File: src/rtl/smu_pkg.sv
// shared constants and types for the sorted union merge unit
package smu_pkg;

  localparam int LIST_DEPTH = 16;
  localparam int DATA_W = 32;
  localparam int ADDR_W = (LIST_DEPTH > 1) ? $clog2(LIST_DEPTH) : 1;
  localparam int CNT_W = $clog2(LIST_DEPTH + 1);

  localparam int CMDQ_DEPTH = 2;
  localparam int CMDQ_PTR_W = (CMDQ_DEPTH > 1) ? $clog2(CMDQ_DEPTH) : 1;
  localparam int CMDQ_CNT_W = $clog2(CMDQ_DEPTH + 1);

  localparam logic [1:0] MODE_LOAD_A = 2'd0;
  localparam logic [1:0] MODE_LOAD_B = 2'd1;
  localparam logic [1:0] MODE_MERGE = 2'd2;

  typedef enum logic [1:0] {
    KIND_LOAD_A,
    KIND_LOAD_B,
    KIND_MERGE
  } cmd_kind_t;

  typedef struct packed {
    cmd_kind_t kind;
    logic signed [DATA_W-1:0] value;
  } cmd_t;

  typedef enum logic [1:0] {
    ST_IDLE = 2'b01,
    ST_MERGE = 2'b10
  } back_state_t;

endpackage

File: src/rtl/sorted_union_merge_unit.sv
// top level of the sorted union merge unit
//
//   channel   handshake          words
//   input     push / full        mode, value
//   result    pop / empty        element, has_element, last, overflow
//
// a load word is taken by the back end in the cycle it reaches the head of the
// command queue, unless a merge is running. a merge walks both list rams, one
// element per cycle while the result register can take a word. rst clears
// counts, flags and queues; list contents are not cleared.
// the input keeps filling the command queue while a merge runs, and the
// result register stalls the merge walk while empty is low and pop is low.
module sorted_union_merge_unit (
  input  logic                              clk,
  input  logic                              rst,
  input  logic                              push,
  output logic                              full,
  input  logic [1:0]                        mode,
  input  logic signed [smu_pkg::DATA_W-1:0] value,
  output logic                              empty,
  input  logic                              pop,
  output logic signed [smu_pkg::DATA_W-1:0] element,
  output logic                              has_element,
  output logic                              last,
  output logic                              overflow
);
  import smu_pkg::*;

  logic cmd_valid;
  cmd_t cmd;
  logic deq;

  smu_front u_front (
    .clk       (clk),
    .rst       (rst),
    .push      (push),
    .full      (full),
    .mode      (mode),
    .value     (value),
    .cmd_valid (cmd_valid),
    .cmd       (cmd),
    .deq       (deq)
  );

  smu_back u_back (
    .clk         (clk),
    .rst         (rst),
    .cmd_valid   (cmd_valid),
    .cmd         (cmd),
    .deq         (deq),
    .empty       (empty),
    .pop         (pop),
    .element     (element),
    .has_element (has_element),
    .last        (last),
    .overflow    (overflow)
  );

endmodule

File: src/rtl/smu_ram.sv
// generic single write port ram with registered read
module smu_ram #(
  parameter int WIDTH = 32,
  parameter int DEPTH = 16,
  parameter int AW = (DEPTH > 1) ? $clog2(DEPTH) : 1
) (
  input  logic             clk,
  input  logic             we,
  input  logic [AW-1:0]    waddr,
  input  logic [WIDTH-1:0] wdata,
  input  logic [AW-1:0]    raddr,
  output logic [WIDTH-1:0] rdata
);

  logic [WIDTH-1:0] mem [DEPTH];

  always_ff @(posedge clk) begin
    if (we) begin
      mem[waddr] <= wdata;
    end
    rdata <= mem[raddr];
  end

endmodule

File: src/rtl/smu_front.sv
// front end: input decode and command queue
module smu_front (
  input  logic                          clk,
  input  logic                          rst,
  input  logic                          push,
  output logic                          full,
  input  logic [1:0]                    mode,
  input  logic signed [smu_pkg::DATA_W-1:0] value,
  output logic                          cmd_valid,
  output smu_pkg::cmd_t                 cmd,
  input  logic                          deq
);
  import smu_pkg::*;

  cmd_t                  q [CMDQ_DEPTH];
  logic [CMDQ_PTR_W-1:0] wr_ptr;
  logic [CMDQ_PTR_W-1:0] rd_ptr;
  logic [CMDQ_CNT_W-1:0] count;
  logic                  enq;
  logic                  take;
  cmd_t                  dec;

  // classify the incoming word, unused mode is dropped here
  always_comb begin
    dec.value = value;
    dec.kind = KIND_LOAD_A;
    take = 1'b0;
    unique case (mode)
      MODE_LOAD_A: begin
        dec.kind = KIND_LOAD_A;
        take = 1'b1;
      end
      MODE_LOAD_B: begin
        dec.kind = KIND_LOAD_B;
        take = 1'b1;
      end
      MODE_MERGE: begin
        dec.kind = KIND_MERGE;
        take = 1'b1;
      end
      default: begin
        take = 1'b0;
      end
    endcase
  end

  assign full = (count == CMDQ_CNT_W'(CMDQ_DEPTH));
  assign enq = push && !full && take;
  assign cmd_valid = (count != '0);
  assign cmd = q[rd_ptr];

  always_ff @(posedge clk) begin
    if (enq) begin
      q[wr_ptr] <= dec;
    end
  end

  always_ff @(posedge clk) begin
    if (rst) begin
      wr_ptr <= '0;
      rd_ptr <= '0;
      count <= '0;
    end else begin
      if (enq) begin
        wr_ptr <= (wr_ptr == CMDQ_PTR_W'(CMDQ_DEPTH - 1)) ? '0 : wr_ptr + 1'b1;
      end
      if (deq && cmd_valid) begin
        rd_ptr <= (rd_ptr == CMDQ_PTR_W'(CMDQ_DEPTH - 1)) ? '0 : rd_ptr + 1'b1;
      end
      if (enq && !(deq && cmd_valid)) begin
        count <= count + 1'b1;
      end else if (!enq && deq && cmd_valid) begin
        count <= count - 1'b1;
      end
    end
  end

endmodule

File: src/rtl/smu_back.sv
// back end: list storage, two pointer merge walk and result register
module smu_back (
  input  logic                              clk,
  input  logic                              rst,
  input  logic                              cmd_valid,
  input  smu_pkg::cmd_t                     cmd,
  output logic                              deq,
  output logic                              empty,
  input  logic                              pop,
  output logic signed [smu_pkg::DATA_W-1:0] element,
  output logic                              has_element,
  output logic                              last,
  output logic                              overflow
);
  import smu_pkg::*;

  back_state_t        state, state_next;
  logic [CNT_W-1:0]   cnt_a, cnt_a_next;
  logic [CNT_W-1:0]   cnt_b, cnt_b_next;
  logic [CNT_W-1:0]   idx_a, idx_a_next;
  logic [CNT_W-1:0]   idx_b, idx_b_next;
  logic               dropped, dropped_next;
  logic               have_prev, have_prev_next;
  logic [DATA_W-1:0]  prev, prev_next;

  logic               out_valid;
  logic               out_ready;
  logic               push_out;
  logic [DATA_W-1:0]  push_elem;
  logic               push_has;
  logic               push_last;

  logic               we_a, we_b;
  logic [DATA_W-1:0]  rd_a, rd_b;
  logic               a_ok, b_ok;
  logic [DATA_W-1:0]  pick;
  logic               emit;

  smu_ram #(.WIDTH(DATA_W), .DEPTH(LIST_DEPTH)) u_ram_a (
    .clk   (clk),
    .we    (we_a),
    .waddr (cnt_a[ADDR_W-1:0]),
    .wdata (cmd.value),
    .raddr (idx_a_next[ADDR_W-1:0]),
    .rdata (rd_a)
  );

  smu_ram #(.WIDTH(DATA_W), .DEPTH(LIST_DEPTH)) u_ram_b (
    .clk   (clk),
    .we    (we_b),
    .waddr (cnt_b[ADDR_W-1:0]),
    .wdata (cmd.value),
    .raddr (idx_b_next[ADDR_W-1:0]),
    .rdata (rd_b)
  );

  assign out_ready = !out_valid || pop;
  assign empty = !out_valid;
  assign deq = (state == ST_IDLE) && cmd_valid;
  assign we_a = deq && (cmd.kind == KIND_LOAD_A) && (cnt_a < CNT_W'(LIST_DEPTH));
  assign we_b = deq && (cmd.kind == KIND_LOAD_B) && (cnt_b < CNT_W'(LIST_DEPTH));
  assign a_ok = idx_a < cnt_a;
  assign b_ok = idx_b < cnt_b;

  always_comb begin
    state_next = state;
    cnt_a_next = cnt_a;
    cnt_b_next = cnt_b;
    idx_a_next = idx_a;
    idx_b_next = idx_b;
    dropped_next = dropped;
    have_prev_next = have_prev;
    prev_next = prev;
    push_out = 1'b0;
    push_elem = prev;
    push_has = 1'b1;
    push_last = 1'b0;
    pick = rd_a;
    emit = 1'b0;
    unique case (state)
      ST_IDLE: begin
        if (cmd_valid) begin
          unique case (cmd.kind)
            KIND_LOAD_A: begin
              if (we_a) begin
                cnt_a_next = cnt_a + 1'b1;
              end else begin
                dropped_next = 1'b1;
              end
            end
            KIND_LOAD_B: begin
              if (we_b) begin
                cnt_b_next = cnt_b + 1'b1;
              end else begin
                dropped_next = 1'b1;
              end
            end
            KIND_MERGE: begin
              state_next = ST_MERGE;
              have_prev_next = 1'b0;
            end
            default: begin
              state_next = ST_IDLE;
            end
          endcase
        end
      end
      ST_MERGE: begin
        if (out_ready) begin
          if (a_ok || b_ok) begin
            priority if (a_ok && b_ok) begin
              if ($signed(rd_a) <= $signed(rd_b)) begin
                pick = rd_a;
                idx_a_next = idx_a + 1'b1;
                if (rd_a == rd_b) begin
                  idx_b_next = idx_b + 1'b1;
                end
              end else begin
                pick = rd_b;
                idx_b_next = idx_b + 1'b1;
              end
            end else if (a_ok) begin
              pick = rd_a;
              idx_a_next = idx_a + 1'b1;
            end else begin
              pick = rd_b;
              idx_b_next = idx_b + 1'b1;
            end
            emit = !have_prev || (prev != pick);
            // the held value goes out once a newer one replaces it
            if (emit) begin
              push_out = have_prev;
              prev_next = pick;
              have_prev_next = 1'b1;
            end
          end else begin
            push_out = 1'b1;
            push_elem = have_prev ? prev : '0;
            push_has = have_prev;
            push_last = 1'b1;
            cnt_a_next = '0;
            cnt_b_next = '0;
            idx_a_next = '0;
            idx_b_next = '0;
            dropped_next = 1'b0;
            have_prev_next = 1'b0;
            state_next = ST_IDLE;
          end
        end
      end
      default: begin
        state_next = ST_IDLE;
      end
    endcase
  end

  always_ff @(posedge clk) begin
    if (rst) begin
      state <= ST_IDLE;
      cnt_a <= '0;
      cnt_b <= '0;
      idx_a <= '0;
      idx_b <= '0;
      dropped <= 1'b0;
      have_prev <= 1'b0;
      out_valid <= 1'b0;
    end else begin
      state <= state_next;
      cnt_a <= cnt_a_next;
      cnt_b <= cnt_b_next;
      idx_a <= idx_a_next;
      idx_b <= idx_b_next;
      dropped <= dropped_next;
      have_prev <= have_prev_next;
      if (push_out) begin
        out_valid <= 1'b1;
      end else if (pop) begin
        out_valid <= 1'b0;
      end
    end
  end

  always_ff @(posedge clk) begin
    prev <= prev_next;
    if (push_out) begin
      element <= push_elem;
      has_element <= push_has;
      last <= push_last;
      overflow <= dropped;
    end
  end

endmodule

File: config.mk
export PLATFORM = sky130hd
export DESIGN_NAME = sorted_union_merge_unit
export DESIGN_NICKNAME = d
export VERILOG_FILES = /design/src/rtl/smu_pkg.sv /design/src/rtl/sorted_union_merge_unit.sv /design/src/rtl/smu_ram.sv /design/src/rtl/smu_front.sv /design/src/rtl/smu_back.sv
export SDC_FILE = /design/constraint.sdc
export NUM_CORES = 1
export LEC_CHECK = 0
export BUFFER_PORTS_ARGS = -buffer_cell sky130_fd_sc_hd__buf_4
export CORE_AREA = 2 2 335 337
export CTS_CLUSTER_SIZE = 16
export DETAILED_ROUTE_END_ITERATION = 8
export DIE_AREA = 0 0 337 339
export GPL_TIMING_DRIVEN = 0
export PLACE_DENSITY_LB_ADDON = 0.12
export SYNTH_ARGS = -nofsm -noshare
export SYNTH_HDL_FRONTEND = slang
export SYNTH_SLANG_ARGS = --single-unit
File: constraint.sdc
create_clock -name clk -period 5.7 [get_ports clk]
set_input_delay 1.14 -clock clk [delete_from_list [all_inputs] [get_ports clk]]
set_output_delay 1.14 -clock clk [all_outputs]
set_load 0.02 [all_outputs]
==> out/qor.csv <==
metric;value;unit
CTS tree;built;
# fillers;9285;
# setup viols final;0;
max_cap viols;0;
CP arrival;6.08;ns
Residual DRC;0;
Die W;337;um
Routed wire per std cell;27.6;um
RSZ-0062 raised after global routing;no;
Crit Path Max Fanout;10;
CP Launch Type;register;
gpl congestion;0.877;
PwrDens;341;mW/mm2
Clk pwr share;43.2;%
final slew viol count;0;
FF+latch area;0.0367;mm2
Core Region;0.110;mm2
Multi-input gate area;0.0119;mm2
area leader, netlist;edfxtp_1;
pin count of the biggest net entering global routing;33;
leading post-synthesis cells by cell area;edfxtp_1 (70%), nand2_1 (4.2%), mux2i_1 (4.1%), a21oi_1 (3.8%), dfxtp_1 (3.8%);
dpl hpwl;99300;um
most common cell in the netlist;edfxtp_1;
outcome;finished, final reports clean;
All-Layer GR Usage;25.5;%
global-route wire length before repair;208000;um
Fin. Hold Viols;0;
Post-DRT Antenna Nets;0;
starting DRC count in detailed routing;3635;
Synthesized Nets;3514;
synthesis-stage register bit count;1253;
final setup margin;0.202;ns
Post-Syn Instances;3424;
Logic pwr share;3.8;%
asr flop ratio synth;0;%
final wirelength;146000;um
synth warn;0;
grt ovf;0;
hold buffer count at cts;0;
critical path type;register to register;
post-synthesis sequential area ratio;74.2;%
Internal;15500;uW
mean number of vias per cell;5.82;
clock skew;0.0253;ns
Sw Pwr;4130;uW
Pwr Total;19600;uW
Die Y;339;um
Ports;75;
Tcrit/Tclk final;96.5;%
maximum vdd ir drop;0.243;mV
Max Clock Freq;182;MHz
Post-synth EDFFs;1159;
synthesized area;0.0494;mm2
Initial DRT Pass Iterations;5;
Tmin final;5.50;ns
antenna violations before repair;3;
Clock Path Buffers;3;
die footprint;0.114;mm2
area share of the largest cell type after synthesis;70.4;%
ys flop type;edfxtp_1;
total negative slack;0;ns
Yosys cell types;62;
CTS root buffer;clkbuf_16;
measured slew at the worst slew-check pin;1.38;ns
Rows;122;
Sink Count;1253;
CP endpoint kind;register;
Util after Layout;52.0;%
Clock Latency Late Sink;0.74;ns
Final Net Count;3783;
Area Growth Syn to Fin;16.1;%
layout cells sized above 1;11.7;%
relative max-transition margin;7.52;%
Leak;0.0202;uW
Worst-path clk slew;0.06;ns
Inserted Clock Buffers;134;
post-CTS setup buffers;0;
Post-synth top cells;edfxtp_1 (1,159), nand2_1 (555), a21oi_1 (377);
port buffer count;74;
syn avg cell area;14.4;um2
Net Sw Frac;21.1;%
initial core utilization;44.8;%
Reg power frac;52.9;%
Place WS;-0.0277;ns
PostCTS Resize Cnt;1;
vias in the first global route;29200;
DR vias;30800;
required time of the critical path;6.28;ns
htree depth;4;
Hold Crit Class;register to register;
-- cell families (layout without fill, tap and decap cells) --
logic type,after synthesis,count (layout),share of synthesized area (%)
flops,1253,1253,74.2
simple gates,862,862,7.66
compound gates,691,691,8.70
buf+inv,273,645,2.20
mux,235,235,4.84
xor+xnor,58,58,1.06
fa+ha+maj,52,52,1.32
other cells,0,1,0
-- cells in the final DEF, fill, tap and decap left out, types with 43 or more instances in the layout --
master and count:
a22oi_1 129, edfxtp_1 1159, a21oi_1 377, nor2_1 43
mux2i_1 202, buf_2 46, nand2_1 555, ha_1 52
buf_4 76, nand3_1 72, a221oi_1 97, inv_1 71
clkbuf_16 142, clkbuf_1 169, dfxtp_1 94
-- routing by layer --
metal,vias up,GRT usage [%],share of wire (%)
met2,1464,37.3,44
met1,15600,39.6,46
met4,0,6.10,2.0
met3,187,4.12,8.7
met5,-,0,0
li1,13500,-,-
-- metrics by stage --
step	instances	area (um2)	hold WS (ns)
after floorplan	3424	49400	0.409
after global placement	4986	51800	0.473
after detailed placement	5045	53100	0.469
after CTS	5284	57400	0.489
after global routing	5284	57400	0.507
final	5285	57400	0.491
-- path summary, 6_finish.rpt --
check | start | to | slack [ns] | cells after the start
worst max register to register | u_back.cnt_a[2] | u_back.u_ram_b.rdata[29] | 0.20 | 16
worst min-delay path | u_back.state[1] | u_back.state[1] | 0.49 | 2
worst max-delay path | u_back.cnt_a[2] | u_back.u_ram_b.rdata[29] | 0.20 | 16
worst min register to register | u_back.state[1] | u_back.state[1] | 0.49 | 2
-- power by group through the flow --
stage               Clock, uW  Combinational, uW  Sequential [uW]
floorplan                   0                377            10500
global placement            0                720            10600
detailed placement          0                755            10600
CTS                      8550                757            10400
global route             8930                814            10400
finish                   8470                753            10400
-- critical path: stages (launching register included) --
cell,delay [ns]
dfxtp_1,0.30
clkbuf_1,0.38
inv_1,0.18
ha_1,0.33
a21o_1,0.16
a31oi_1,0.18
o21a_1,0.38
nand2_1,0.11
nor4_2,0.46
nor3_1,0.13
o21ai_1,0.63
buf_2,0.41
clkbuf_1,0.70
nand2_1,0.14
a22oi_1,0.23
mux2i_1,0.18
mux2i_1,0.41
-- sequential cells by signal (all words and copies together), names as in the netlist, named ones only --
name                  flops
u_back.state              2
u_back.out_valid          1
u_front.count             2
u_back.cnt_a              5
u_back.u_ram_a.rdata     32
u_back.cnt_b              5
u_back.overflow           1
u_back.idx_b              5
u_front.rd_ptr            1
u_back.has_element        1
u_back.u_ram_a.mem      512
u_back.element           32
u_back.dropped            1
u_back.last               1
u_back.idx_a              5
u_back.have_prev          1
u_back.prev              32
u_back.u_ram_b.rdata     32
u_front.q                68
u_front.wr_ptr            1
u_back.u_ram_b.mem      512
-- area by class of cell --
class | count | share of cell area [%]
diodes | 1 | 0.00436
plain buffers | 202 | 1.43
repair buffers | 133 | 2.77
flip-flops and latches | 1253 | 63.9
well taps | 1488 | 3.24
multi-input cells | 1898 | 20.8
inverters | 71 | 0.464
clock inverters | 44 | 0.643
clock buffers | 195 | 6.75
Note: power is estimated with default switching activity, not from simulation.
